===== config.mk =====
export PLATFORM = sky130hd
export DESIGN_NAME = self_id_topology_builder_top
export DESIGN_NICKNAME = d
export VERILOG_FILES = /design/src/rtl/core/sidtb_pkg.sv /design/src/rtl/core/sidtb_ctrl.sv /design/src/rtl/core/sidtb_dp.sv /design/src/rtl/core/self_id_topology_builder_top.sv
export SDC_FILE = /design/constraint.sdc
export NUM_CORES = 1
export LEC_CHECK = 0
export BUFFER_PORTS_ARGS = -buffer_cell sky130_fd_sc_hd__buf_4
export CORE_ASPECT_RATIO = 0.8
export CORE_MARGIN = 5
export CORE_UTILIZATION = 35
export CTS_CLUSTER_DIAMETER = 120
export CTS_CLUSTER_SIZE = 30
export DETAILED_ROUTE_END_ITERATION = 6
export PLACE_DENSITY = 0.61
export SLEW_MARGIN = 20
export SYNTH_ARGS = -nofsm -noshare
export SYNTH_HDL_FRONTEND = slang
export SYNTH_HIERARCHICAL = 1
export SYNTH_SLANG_ARGS = --single-unit

===== constraint.sdc =====
create_clock -name aclk -period 9.3 [get_ports aclk]
set_clock_uncertainty 0.15 [all_clocks]
set_input_delay 0.465 -clock aclk [delete_from_list [all_inputs] [get_ports aclk]]
set_output_delay 0.465 -clock aclk [all_outputs]
set_load 0.02 [all_outputs]

===== src/rtl/core/sidtb_pkg.sv =====
// Shared types and constants for the self-ID topology builder.
// Used by sidtb_ctrl, sidtb_dp and self_id_topology_builder_top; no dependencies.
package sidtb_pkg;

    localparam int MAX_NODES   = 63;
    localparam int STACK_DEPTH = 16;
    localparam int CHILD_SLOTS = 16;

    localparam int NODE_W   = 6;
    localparam int PORT_W   = 5;
    localparam int CNT_W    = 5;
    localparam int STACK_AW = $clog2(STACK_DEPTH);
    localparam int LEVEL_W  = $clog2(STACK_DEPTH + 1);
    localparam int SLOT_AW  = $clog2(CHILD_SLOTS);
    localparam int DIFF_W   = ((LEVEL_W > CNT_W) ? LEVEL_W : CNT_W) + 1;

    localparam int LINK_BIT_POS  = 22;
    localparam int FIELDS_FIRST  = 3;
    localparam int FIELDS_EXT    = 8;
    localparam int PORT_EXT_BASE = 3;
    localparam int LEFT_W        = 4;

    localparam logic [1:0] TYPE_NONE   = 2'h0;
    localparam logic [1:0] TYPE_PARENT = 2'h2;
    localparam logic [1:0] TYPE_CHILD  = 2'h3;

    localparam logic [1:0] FAULT_OK      = 2'd0;
    localparam logic [1:0] FAULT_UNDER   = 2'd1;
    localparam logic [1:0] FAULT_OVER    = 2'd2;
    localparam logic [1:0] FAULT_PACKETS = 2'd3;

    localparam logic [1:0] PKT_FIRST = 2'd0;
    localparam logic [1:0] PKT_EXT1  = 2'd1;
    localparam logic [1:0] PKT_EXT2  = 2'd2;

    typedef struct packed {
        logic [31:0] quadlet;
        logic        scan_start;
    } in_item_t;

    typedef struct packed {
        logic [NODE_W-1:0] node_number;
        logic              link_active;
        logic [CNT_W-1:0]  port_total;
        logic [CNT_W-1:0]  port_active;
        logic [CNT_W-1:0]  child_total;
        logic [PORT_W-1:0] parent_port;
        logic              has_parent;
        logic [PORT_W-1:0] child_port;
        logic [NODE_W-1:0] child_node;
        logic              link_present;
        logic [1:0]        fault;
        logic              last;
    } out_item_t;

    typedef enum logic [2:0] {
        ST_IDLE,
        ST_FIELD,
        ST_DECIDE,
        ST_READ,
        ST_LOAD
    } state_t;

    typedef struct packed {
        logic capture;
        logic field;
        logic decide;
        logic read;
        logic load;
    } ctrl_cmd_t;

    typedef struct packed {
        logic field_last;
        logic intermediate;
        logic single;
        logic out_free;
        logic rec_last;
    } dp_status_t;

endpackage


===== src/rtl/core/sidtb_ctrl.sv =====
// Sequencer for the self-ID topology builder: request intake, field walk, records.
// Depends on sidtb_pkg.
module sidtb_ctrl (
    input  logic                  aclk,
    input  logic                  aresetn,
    input  logic                  s_valid,
    output logic                  s_ready,
    input  sidtb_pkg::dp_status_t status,
    output sidtb_pkg::ctrl_cmd_t  cmd
);

    sidtb_pkg::state_t state_reg;
    sidtb_pkg::state_t state_next;

    always_ff @(posedge aclk) begin
        if (!aresetn) begin
            state_reg <= sidtb_pkg::ST_IDLE;
        end else begin
            state_reg <= state_next;
        end
    end

    always_comb begin
        state_next = state_reg;
        cmd        = '0;
        s_ready    = 1'b0;
        unique case (state_reg)
            sidtb_pkg::ST_IDLE: begin
                s_ready = 1'b1;
                if (s_valid) begin
                    cmd.capture = 1'b1;
                    state_next  = sidtb_pkg::ST_FIELD;
                end
            end
            sidtb_pkg::ST_FIELD: begin
                cmd.field = 1'b1;
                if (status.field_last) begin
                    state_next = sidtb_pkg::ST_DECIDE;
                end
            end
            sidtb_pkg::ST_DECIDE: begin
                cmd.decide = 1'b1;
                if (status.intermediate) begin
                    state_next = sidtb_pkg::ST_IDLE;
                end else if (status.single) begin
                    state_next = sidtb_pkg::ST_LOAD;
                end else begin
                    state_next = sidtb_pkg::ST_READ;
                end
            end
            sidtb_pkg::ST_READ: begin
                cmd.read   = 1'b1;
                state_next = sidtb_pkg::ST_LOAD;
            end
            sidtb_pkg::ST_LOAD: begin
                if (status.out_free) begin
                    cmd.load   = 1'b1;
                    state_next = status.rec_last ? sidtb_pkg::ST_IDLE : sidtb_pkg::ST_READ;
                end
            end
            default: begin
                state_next = sidtb_pkg::ST_IDLE;
            end
        endcase
    end

endmodule


===== src/rtl/core/sidtb_dp.sv =====
// Datapath for the self-ID topology builder: port counters, child port store,
// node stack and the result register. Depends on sidtb_pkg.
module sidtb_dp (
    input  logic                  aclk,
    input  logic                  aresetn,
    input  sidtb_pkg::in_item_t   s_data,
    input  sidtb_pkg::ctrl_cmd_t  cmd,
    output sidtb_pkg::dp_status_t status,
    output logic                  m_valid,
    input  logic                  m_ready,
    output sidtb_pkg::out_item_t  m_data
);

    logic [sidtb_pkg::NODE_W-1:0]  node_counter_reg;
    logic [sidtb_pkg::LEVEL_W-1:0] stack_level_reg;
    logic [1:0]                    packet_index_reg;
    logic [sidtb_pkg::CNT_W-1:0]   present_count_reg;
    logic [sidtb_pkg::CNT_W-1:0]   connected_count_reg;
    logic [sidtb_pkg::CNT_W-1:0]   child_count_reg;
    logic                          parent_valid_reg;
    logic [sidtb_pkg::PORT_W-1:0]  parent_port_reg;
    logic                          link_flag_reg;

    logic [17:0]                   shift_reg;
    logic                          more_reg;
    logic                          first_reg;
    logic [sidtb_pkg::PORT_W-1:0]  port_reg;
    logic [sidtb_pkg::LEFT_W-1:0]  left_reg;

    logic [sidtb_pkg::NODE_W-1:0]   rec_node_reg;
    logic [1:0]                     rec_fault_reg;
    logic                           single_reg;
    logic [sidtb_pkg::STACK_AW-1:0] base_reg;
    logic [sidtb_pkg::CNT_W-1:0]    k_reg;

    logic [sidtb_pkg::NODE_W-1:0] stack_mem [sidtb_pkg::STACK_DEPTH];
    logic [sidtb_pkg::PORT_W-1:0] ports_mem [sidtb_pkg::CHILD_SLOTS];
    logic [sidtb_pkg::NODE_W-1:0] rd_node_reg;
    logic [sidtb_pkg::PORT_W-1:0] rd_port_reg;

    logic                          m_valid_reg;
    sidtb_pkg::out_item_t          m_data_reg;

    logic [1:0]                     pi_eff;
    logic [1:0]                     ftype;
    logic [sidtb_pkg::DIFF_W-1:0]   level_ext;
    logic [sidtb_pkg::DIFF_W-1:0]   n_ext;
    logic [sidtb_pkg::DIFF_W-1:0]   base_ext;
    logic                           intermediate;
    logic                           limit_hit;
    logic                           under_hit;
    logic                           over_hit;
    logic                           no_child;
    logic                           rec_last;
    logic [sidtb_pkg::CNT_W:0]      rd_sum;
    logic [sidtb_pkg::STACK_AW-1:0] rd_addr;
    logic                           push_we;
    logic [sidtb_pkg::STACK_AW-1:0] push_addr;
    logic                           out_free;

    assign pi_eff    = s_data.scan_start ? sidtb_pkg::PKT_FIRST : packet_index_reg;
    assign ftype     = first_reg ? shift_reg[7:6] : shift_reg[17:16];
    assign level_ext = sidtb_pkg::DIFF_W'(stack_level_reg);
    assign n_ext     = sidtb_pkg::DIFF_W'(child_count_reg);
    assign base_ext  = level_ext - n_ext;

    assign intermediate = more_reg && (packet_index_reg != sidtb_pkg::PKT_EXT2);
    assign limit_hit    = node_counter_reg >= sidtb_pkg::NODE_W'(sidtb_pkg::MAX_NODES);
    assign under_hit    = (n_ext > level_ext)
                       || (child_count_reg > sidtb_pkg::CNT_W'(sidtb_pkg::CHILD_SLOTS));
    assign over_hit     = base_ext >= sidtb_pkg::DIFF_W'(sidtb_pkg::STACK_DEPTH);
    assign no_child     = child_count_reg == '0;
    assign rec_last     = single_reg || (k_reg == child_count_reg - sidtb_pkg::CNT_W'(1));

    assign rd_sum  = (sidtb_pkg::CNT_W + 1)'(base_reg) + (sidtb_pkg::CNT_W + 1)'(k_reg);
    assign rd_addr = rd_sum[sidtb_pkg::STACK_AW-1:0];

    assign out_free = !m_valid_reg || m_ready;

    assign status.field_last   = left_reg == sidtb_pkg::LEFT_W'(1);
    assign status.intermediate = intermediate;
    assign status.single       = limit_hit || under_hit || over_hit || no_child;
    assign status.out_free     = out_free;
    assign status.rec_last     = rec_last;

    always_comb begin
        push_we   = 1'b0;
        push_addr = base_ext[sidtb_pkg::STACK_AW-1:0];
        if (cmd.decide && !intermediate && !limit_hit) begin
            if (under_hit) begin
                push_we   = 1'b1;
                push_addr = '0;
            end else if (!over_hit && no_child) begin
                push_we = 1'b1;
            end
        end else if (cmd.load && !single_reg && rec_last) begin
            push_we   = 1'b1;
            push_addr = base_reg;
        end
    end

    always_ff @(posedge aclk) begin
        if (push_we) begin
            stack_mem[push_addr] <= node_counter_reg;
        end
        if (cmd.field && (ftype == sidtb_pkg::TYPE_CHILD)
            && (child_count_reg < sidtb_pkg::CNT_W'(sidtb_pkg::CHILD_SLOTS))) begin
            ports_mem[child_count_reg[sidtb_pkg::SLOT_AW-1:0]] <= port_reg;
        end
        if (cmd.read) begin
            rd_node_reg <= stack_mem[rd_addr];
            rd_port_reg <= ports_mem[k_reg[sidtb_pkg::SLOT_AW-1:0]];
        end
    end

    always_ff @(posedge aclk) begin
        if (!aresetn) begin
            node_counter_reg    <= '0;
            stack_level_reg     <= '0;
            packet_index_reg    <= '0;
            present_count_reg   <= '0;
            connected_count_reg <= '0;
            child_count_reg     <= '0;
            parent_valid_reg    <= 1'b0;
            parent_port_reg     <= '0;
            link_flag_reg       <= 1'b0;
            left_reg            <= '0;
            single_reg          <= 1'b0;
            m_valid_reg         <= 1'b0;
        end else begin
            if (cmd.capture) begin
                if (s_data.scan_start) begin
                    node_counter_reg <= '0;
                    stack_level_reg  <= '0;
                    packet_index_reg <= sidtb_pkg::PKT_FIRST;
                end
                if (pi_eff == sidtb_pkg::PKT_FIRST) begin
                    present_count_reg   <= '0;
                    connected_count_reg <= '0;
                    child_count_reg     <= '0;
                    parent_valid_reg    <= 1'b0;
                    parent_port_reg     <= '0;
                    link_flag_reg       <= s_data.quadlet[sidtb_pkg::LINK_BIT_POS];
                    left_reg            <= sidtb_pkg::LEFT_W'(sidtb_pkg::FIELDS_FIRST);
                end else begin
                    left_reg <= sidtb_pkg::LEFT_W'(sidtb_pkg::FIELDS_EXT);
                end
            end

            if (cmd.field) begin
                left_reg <= left_reg - sidtb_pkg::LEFT_W'(1);
                if (ftype == sidtb_pkg::TYPE_CHILD) begin
                    child_count_reg <= child_count_reg + sidtb_pkg::CNT_W'(1);
                end
                if (ftype == sidtb_pkg::TYPE_PARENT) begin
                    parent_valid_reg <= 1'b1;
                    parent_port_reg  <= port_reg;
                end
                if (ftype[1]) begin
                    connected_count_reg <= connected_count_reg + sidtb_pkg::CNT_W'(1);
                end
                if (ftype != sidtb_pkg::TYPE_NONE) begin
                    present_count_reg <= present_count_reg + sidtb_pkg::CNT_W'(1);
                end
            end

            if (cmd.decide) begin
                if (intermediate) begin
                    packet_index_reg <= packet_index_reg + 2'd1;
                end else begin
                    packet_index_reg <= sidtb_pkg::PKT_FIRST;
                    single_reg       <= limit_hit || under_hit || over_hit || no_child;
                    if (!limit_hit) begin
                        node_counter_reg <= node_counter_reg + sidtb_pkg::NODE_W'(1);
                        if (under_hit) begin
                            stack_level_reg <= sidtb_pkg::LEVEL_W'(1);
                        end else if (!over_hit && no_child) begin
                            stack_level_reg <= sidtb_pkg::LEVEL_W'(base_ext)
                                             + sidtb_pkg::LEVEL_W'(1);
                        end else if (!over_hit) begin
                            node_counter_reg <= node_counter_reg;
                        end
                    end
                end
            end

            if (cmd.load && !single_reg && rec_last) begin
                node_counter_reg <= node_counter_reg + sidtb_pkg::NODE_W'(1);
                stack_level_reg  <= sidtb_pkg::LEVEL_W'(base_reg) + sidtb_pkg::LEVEL_W'(1);
            end

            if (cmd.load) begin
                m_valid_reg <= 1'b1;
            end else if (m_ready) begin
                m_valid_reg <= 1'b0;
            end
        end
    end

    always_ff @(posedge aclk) begin
        if (cmd.capture) begin
            shift_reg <= s_data.quadlet[17:0];
            more_reg  <= s_data.quadlet[0];
            first_reg <= pi_eff == sidtb_pkg::PKT_FIRST;
            if (pi_eff == sidtb_pkg::PKT_FIRST) begin
                port_reg <= '0;
            end else begin
                port_reg <= sidtb_pkg::PORT_W'(sidtb_pkg::PORT_EXT_BASE)
                          + sidtb_pkg::PORT_W'(sidtb_pkg::FIELDS_EXT)
                          * sidtb_pkg::PORT_W'(pi_eff - 2'd1);
            end
        end
        if (cmd.field) begin
            shift_reg <= {shift_reg[15:0], 2'b00};
            port_reg  <= port_reg + sidtb_pkg::PORT_W'(1);
        end
        if (cmd.decide) begin
            rec_node_reg <= node_counter_reg;
            base_reg     <= base_ext[sidtb_pkg::STACK_AW-1:0];
            k_reg        <= '0;
            if (limit_hit) begin
                rec_fault_reg <= sidtb_pkg::FAULT_OVER;
            end else if (under_hit) begin
                rec_fault_reg <= sidtb_pkg::FAULT_UNDER;
            end else if (over_hit) begin
                rec_fault_reg <= sidtb_pkg::FAULT_OVER;
            end else begin
                rec_fault_reg <= more_reg ? sidtb_pkg::FAULT_PACKETS : sidtb_pkg::FAULT_OK;
            end
        end
        if (cmd.load) begin
            k_reg <= k_reg + sidtb_pkg::CNT_W'(1);
            m_data_reg.node_number  <= rec_node_reg;
            m_data_reg.link_active  <= link_flag_reg;
            m_data_reg.port_total   <= present_count_reg;
            m_data_reg.port_active  <= connected_count_reg;
            m_data_reg.child_total  <= child_count_reg;
            m_data_reg.parent_port  <= parent_valid_reg ? parent_port_reg : '0;
            m_data_reg.has_parent   <= parent_valid_reg;
            m_data_reg.child_port   <= single_reg ? '0 : rd_port_reg;
            m_data_reg.child_node   <= single_reg ? '0 : rd_node_reg;
            m_data_reg.link_present <= !single_reg;
            m_data_reg.fault        <= rec_fault_reg;
            m_data_reg.last         <= rec_last;
        end
    end

    assign m_valid = m_valid_reg;
    assign m_data  = m_data_reg;

endmodule


===== src/rtl/core/self_id_topology_builder_top.sv =====
// Self-ID topology builder top level: sequencer plus datapath.
// Depends on sidtb_pkg, sidtb_ctrl and sidtb_dp.
// A request is accepted, its port fields are walked one per cycle (3 for packet 0, 8 for
// extended packets) and a decision is made; a packet with more packets to follow ends there.
// The final packet then reads the stack and loads each child record, or loads a single record;
// loads wait for a free result register, which lets the next request enter while a record waits.
// Reset: synchronous, active low; clears node count, stack level and packet state.
module self_id_topology_builder_top (
    input  logic                 aclk,
    input  logic                 aresetn,
    input  logic                 s_valid,
    output logic                 s_ready,
    input  sidtb_pkg::in_item_t  s_data,
    output logic                 m_valid,
    input  logic                 m_ready,
    output sidtb_pkg::out_item_t m_data
);

    sidtb_pkg::ctrl_cmd_t  cmd;
    sidtb_pkg::dp_status_t status;

    sidtb_ctrl u_ctrl (
        .aclk    (aclk),
        .aresetn (aresetn),
        .s_valid (s_valid),
        .s_ready (s_ready),
        .status  (status),
        .cmd     (cmd)
    );

    sidtb_dp u_dp (
        .aclk    (aclk),
        .aresetn (aresetn),
        .s_data  (s_data),
        .cmd     (cmd),
        .status  (status),
        .m_valid (m_valid),
        .m_ready (m_ready),
        .m_data  (m_data)
    );

    a_cmd_onehot: assert property (@(posedge aclk) disable iff (!aresetn)
        $onehot0({cmd.capture, cmd.field, cmd.decide, cmd.read, cmd.load}))
        else $error("more than one datapath command");

    a_busy_after_accept: assert property (@(posedge aclk) disable iff (!aresetn)
        (s_valid && s_ready) |=> !s_ready)
        else $error("request accepted while previous one in progress");

    a_no_overwrite: assert property (@(posedge aclk) disable iff (!aresetn)
        cmd.load |-> (!m_valid || m_ready))
        else $error("result register overwritten before transfer");

    a_intermediate_idle: assert property (@(posedge aclk) disable iff (!aresetn)
        (cmd.decide && status.intermediate) |=> (s_ready && !cmd.load))
        else $error("intermediate packet did not return to intake");

endmodule


==> impl_metrics.toml, run 1 <==
[status]
status = "complete, no violations"

[final_layout]
layout.nets = 991
area_growth_pct = 10.6
largest_register_ffs = 96
n_antenna_cell = 0
utilization = 0.390
final_layout_size_suffix_gt1_frac = 0.191

[floorplan]
die_w_um = 229
start_util = 0.353
die_y_um = 185
fp.coreArea_um2 = 38100
ios = 82
num_rows = 64
dieArea_um2 = 42500

[power_and_ir_drop]
power.switching_uw = 873
ir_drop_v = 0.000105
swShare = 0.279
comb_power_share = 0.185
internal-power_uw = 2260
p_clk_frac = 0.231
p_total_uw = 3130
power_density_nw_per_um2 = 210
seq_power_share = 0.584
p_leak_uw = 0.00519

[yosys]
ys_seq_area_frac = 0.671
synth-seq-cells = 316
synthCells = 878
yosys_most_used_dff = "edfxtp_1"
synth_area_um2 = 13500
yosysUniqueCellTypes = 78
synth-edff-count = 270
synth_nets = 940
yosys_warnings = 6
synth_area_per_cell_um2 = 15.3
async_flop_share = 0

[placement]
portBuffers = 68
gp_congestion = 0.787
dp_hpwl_um = 18100

[worst_setup_path]
cpPeakStageDelay_ns = 0.79
crit_path_top_delay_cell = "nor3_1"
worstPathCellList = "inv_1 > ha_1 > nor2b_1 > o21ai_0 > a221o_1 > mux2i_4 > a22oi_2 > nand2b_1 > nor3_1"
crit_end = "u_dp/stack_mem[11][2]$_DFFE_PP_"
cp.arrival_ns = 4.01
startpoint = "u_dp/child_count_reg[2]$_SDFF_PN0_"
required_ns = 9.28
path_class = "register to register"
reg2reg_depth = 9
timing.rr.end = "u_dp/stack_mem[11][2]$_DFFE_PP_"
cp_max_fo = 15
crit_path_end_kind = "register"
r2r-start = "u_dp/child_count_reg[2]$_SDFF_PN0_"
r2r_slack_ns = 5.27
worstSetupStartpointType = "register"

[clock_tree]
post_cts_buffers = 0
cts_buffer_depth = 3
cts_tree = "yes"
clkLatencyLatePin_ns = 0.50
cts_sinks = 316
htreeDepth = 1
cts_buffers = 14
cts_resized = 0
clk_transition_reported_paths_ns = 0.11
ctsHoldBuffers = 1
clock-root-buffer = "clkbuf_16"

[global_routing]
grt_antenna_before_repair = 0
grt_pass1_wl_um = 41800
grt_pass1_vias = 7063
overflow = 0
grt_max_degree = 48
grt.total_usage = 0.124

[worst_hold_path]
holdPathStages = 3
hold_class = "input pin to register"

[timing]
drv_slew = 0
fin_setup_tns_ns = 0
rsz0062_at_grt = "no"
setup_violations = 0
relSlewSlack = 0.309
hold_violations = 0
finalCriticalPeriod_ns = 4.03
fmax_mhz = 248
finalCritPeriodShare = 0.434
worst_pin_slew_ns = 1.03
holdWs_ns = 0.0735

[routing]
wl_per_cell_um = 18.7
dr.pass1.iters = 5
viasPerCell = 5.06
postRouteAntennaNets = 0
routed_wl_um = 26700
drtIter0Drc = 650
vias = 7248
drcViolationCount = 0

[flow_run]
cap_violations = 0
-- layout by cell type (no fill, tap or decap), drive strengths merged, types with 22 or more instances in the layout --
cell / netlist / layout
nand3: 28 / 28
edfxtp: 270 / 270
mux4: 49 / 49
inv: 26 / 27
clkbuf: 22 / 22
a21oi: 24 / 24
dfxtp: 46 / 46
nor2: 58 / 58
nand2: 54 / 54
buf: 19 / 75
o21ai: 36 / 36
ha: 23 / 23
nor2b: 27 / 27
-- power groups by stage --
stage / registers, uW / logic [uW] / clock network (uW)
global route: 1850 / 647 / 799
global placement: 1850 / 573 / 0
floorplan: 1810 / 453 / 0
CTS: 1830 / 586 / 752
detailed placement: 1860 / 583 / 0
finish: 1830 / 579 / 724
-- metrics by stage --
step / instance area, um^2 / worst slack [ns] / instances
CTS: 14900 / 5.16 / 1431
detailed placement: 14400 / 5.19 / 1407
global placement: 14400 / 5.30 / 1407
global route: 14900 / 5.01 / 1431
finish: 14900 / 5.27 / 1431
floorplan: 13500 / 5.19 / 878
-- routing by layer --
layer | vias to the layer above | part of all wire | global-route usage
met5 | - | 0 | 0
met4 | 0 | 0.010 | 0.0156
met3 | 13 | 0.067 | 0.0254
met2 | 164 | 0.43 | 0.186
met1 | 3627 | 0.50 | 0.191
li1 | 3444 | - | -
-- critical path: cells and delay by family, from the launching register on --
kind | cells | cell delay, ns
AOI/OAI and AO/OA | 3 | 0.74
buffers and inverters | 1 | 0.19
muxes | 1 | 0.27
and+or+nand+nor | 3 | 1.17
DFF | 1 | 0.76
adders and majority gates | 1 | 0.38
-- cell usage after synthesis, types with 2 or more instances --
cell      count  area [um^2]
inv_1        25         93.8
a31oi_1       7         43.8
xor2_1        9         78.8
nand3_1      28          140
buf_2         8         40.0
a21oi_1      24          120
nor3_1       17         85.1
edfxtp_1    270         8110
dfxtp_1      46          921
o22ai_1       2         12.5
mux2_2        7         78.8
buf_6         4         45.0
a22oi_2       2         25.0
and2_1       15         93.8
a22oi_4       2         42.5
clkbuf_1     22         82.6
mux2i_1      10          100
buf_1         2         7.51
a21boi_0      8         60.1
xnor2_1      14          123
or2_2         4         25.0
a221oi_1      2         17.5
nor2b_1      27          169
nand2b_1     10         62.6
ha_1         23          288
and3_1        5         31.3
a32o_1        3         30.0
o21ai_0      35          175
nand2_1      52          195
nor2_1       55          206
fa_1          2         40.0
o41ai_1       2         17.5
nor2_4        2         22.5
a21o_1        6         45.0
mux4_2       49         1100
a221o_1       3         30.0
nand4_1       2         12.5
buf_4         5         37.5
o211a_1       6         60.1
nor3b_1       6         45.0
nand2_2       2         12.5
a22o_1       16          140
o21a_1        4         30.0
-- final cells by class --
class	instances	area (um^2)
well taps	495	619
repair buffers	76	573
clock inverters	1	16.3
multi-input cells	495	4140
clock buffers	22	402
inverters	26	97.6
flip-flops and latches	316	9030
fillers	3571	23200
-- cells by family after synthesis --
group / after synthesis / synth area share
simple gates: 240 / 0.0926
compound gates: 139 / 0.0756
flops: 316 / 0.671
mux: 68 / 0.0981
xor+xnor: 23 / 0.0150
buf+inv: 67 / 0.0231
fa+ha+maj: 25 / 0.0244
-- worst min path at each step --
stage	to	startpoint	slack, ns
2_1_floorplan	u_dp/m_data[1]$_DFFE_PP_	u_dp/rec_fault_reg[0]$_SDFFCE_PN0P_	0.25
3_3_place_gp	u_dp/m_data[40]$_DFFE_PP_	u_dp/rec_node_reg[3]$_DFFE_PP_	0.26
3_5_place_dp	u_dp/m_data[41]$_DFFE_PP_	u_dp/rec_node_reg[4]$_DFFE_PP_	0.25
4_1_cts	u_dp/link_flag_reg$_SDFFE_PN0P_	s_data[23]	0.05
5_1_grt	u_dp/link_flag_reg$_SDFFE_PN0P_	s_data[23]	0.05
6_report	u_dp/shift_reg[1]$_SDFFE_PP0P_	s_data[2]	0.07
Note: power is estimated with default switching activity, not from simulation.
==> run 2, diff against run 1 <==
==> constraint.sdc (replaced) <==
create_clock -name aclk -period 3.9 [get_ports aclk]
set_clock_uncertainty 0.15 [all_clocks]
set_input_delay 0.195 -clock aclk [delete_from_list [all_inputs] [get_ports aclk]]
set_output_delay 0.195 -clock aclk [all_outputs]
set_load 0.02 [all_outputs]
==> run 2 against run 1 <==
Combinational power increased by 150%. Critical path depth stayed put. Die area is the same. Sequential share of layout area down 1.5 points. Maximum frequency rose by 15%. Flip-flop and latch count unchanged. Count of clock-buffer cells in the layout grew 1. Wire length is 4.1% higher. Clock power grew 140%. Global-route usage is 0.57 points higher. Largest cell class unchanged. Highest routed layer unchanged.
==> impl_metrics.toml, run 2 (synthesis results as in run 1) <==
[timing]
finalCriticalPeriod_ns = 3.51
finalCritPeriodShare = 0.901
layout_setup_ws_ns = 0.387
relSlewSlack = 0.345
holdWs_ns = 0.291
fin_setup_tns_ns = 0
fmax_mhz = 285
drv_slew = 0
hold_violations = 0
rsz0062_at_grt = "no"
worst_pin_slew_ns = 0.975
setup_violations = 0

[worst_setup_path]
r2r-start = "u_dp/child_count_reg[0]$_SDFF_PN0_"
reg2reg_depth = 9
cp_max_fo = 10
worstSetupStartpointType = "register"
path_class = "register to register"
cp.arrival_ns = 3.51
required_ns = 3.89
timing.rr.end = "u_dp/stack_mem[10][0]$_DFFE_PP_"
r2r_slack_ns = 0.39
crit_path_end_kind = "register"

[final_layout]
largest_register_ffs = 96
final_layout_size_suffix_gt1_frac = 0.203
fill_cells = 3528
n_antenna_cell = 0
final-seq-area_um2 = 9030
multiInputGateArea_um2 = 4130
final_common_cell = "edfxtp_1"
final_cell_mix = "edfxtp_1 (270), buf_4 (99), nor2_1 (55), nand2_1 (52), mux4_2 (49)"
layout.nets = 1037
area_growth_pct = 13.5
final_cells = 1478

[routing]
viasPerCell = 5.12
postRouteAntennaNets = 0
dr.pass1.iters = 5
drtIter0Drc = 686
vias = 7560
wl_per_cell_um = 18.8
drcViolationCount = 0
routed_wl_um = 27800

[clock_tree]
cts_resized = 0
clkLatencyLatePin_ns = 0.50
clk_transition_reported_paths_ns = 0.12
htreeDepth = 1
cts_tree = "yes"
cts_buffer_depth = 3
post_cts_buffers = 0
clock-root-buffer = "clkbuf_16"
cts_buffers = 14
ctsHoldBuffers = 23
cts_sinks = 316

[global_routing]
grt_max_degree = 48
grt_pass1_vias = 7551
grt_antenna_before_repair = 0
grt_pass1_wl_um = 44100
overflow = 0
grt.total_usage = 0.129

[floorplan]
ios = 82
dieArea_um2 = 42500
num_rows = 64
start_util = 0.353
die_w_um = 229
die_y_um = 185
fp.coreArea_um2 = 38100

[flow_run]
cap_violations = 0

[placement]
place_inst = 1431
pre_cts_slack_ns = 0.428
portBuffers = 68
dp_hpwl_um = 19100
gp_congestion = 0.807

[worst_hold_path]
hold_class = "register to register"
hp-start = "u_dp/rec_node_reg[0]$_DFFE_PP_"
hold-path-endpoint = "u_dp/m_data[37]$_DFFE_PP_"
holdPathStages = 0

[status]
status = "complete, no violations"

[power_and_ir_drop]
p_leak_uw = 0.00540
ir_drop_v = 0.000325
power_density_nw_per_um2 = 493
-- run 2: power by group --
part | leakage (uW) | internal, uW | switching (uW)
Clock | 0.000202 | 739 | 998
Combinational | 0.00220 | 605 | 833
Sequential | 0.00300 | 4080 | 278
-- run 2: routing by layer --
layer	global-route usage	routed length [um]	vias to the layer above
met2	0.191	11800	156
li1	-	-	3540
met1	0.206	14400	3843
met3	0.0193	1270	21
met5	0	0	-
met4	0.0224	340	0
-- run 2: area by class of cell --
class	instances	area share
inverters	26	0.00639
multi-input cells	495	0.270
clock inverters	1	0.00107
clock buffers	23	0.0266
repair buffers	122	0.0638
flip-flops and latches	316	0.591
well taps	495	0.0406
-- run 2: worst max-delay path by stage --
stage / from / to / slack, ns / cells after the start
after detailed placement: u_dp/child_count_reg[0]$_SDFF_PN0_ / u_dp/stack_mem[10][0]$_DFFE_PP_ / 0.43 / 9
after global placement: u_dp/child_count_reg[0]$_SDFF_PN0_ / u_dp/stack_mem[10][5]$_DFFE_PP_ / 0.53 / 9
after global routing: u_dp/child_count_reg[0]$_SDFF_PN0_ / u_dp/stack_mem[10][4]$_DFFE_PP_ / 0.20 / 9
final: u_dp/child_count_reg[0]$_SDFF_PN0_ / u_dp/stack_mem[10][0]$_DFFE_PP_ / 0.39 / 9
after CTS: u_dp/child_count_reg[0]$_SDFF_PN0_ / u_dp/stack_mem[10][0]$_DFFE_PP_ / 0.42 / 9
after floorplan: u_ctrl/state_reg[1]$_SDFFE_PN0P_ / u_dp/stack_mem[11][0]$_DFFE_PP_ / 0.32 / 10
-- run 2: through the flow --
step	power (uW)	utilization	instance area, um^2
after global routing	7940	0.401	15300
after global placement	5820	0.383	14600
after CTS	7610	0.400	15300
final	7530	0.401	15300
after detailed placement	5860	0.383	14600
after floorplan	5400	-	13500
-- run 2: worst max-delay path: stages (launching register included) --
cell and delay, ns:
dfxtp_1 0.44, ha_1 0.26, fa_1 0.41, nor2b_1 0.18, o21ai_0 0.16, a221o_1 0.43, mux2i_4 0.27, a22oi_4 0.15
nand2b_1 0.19, nor2_1 0.51
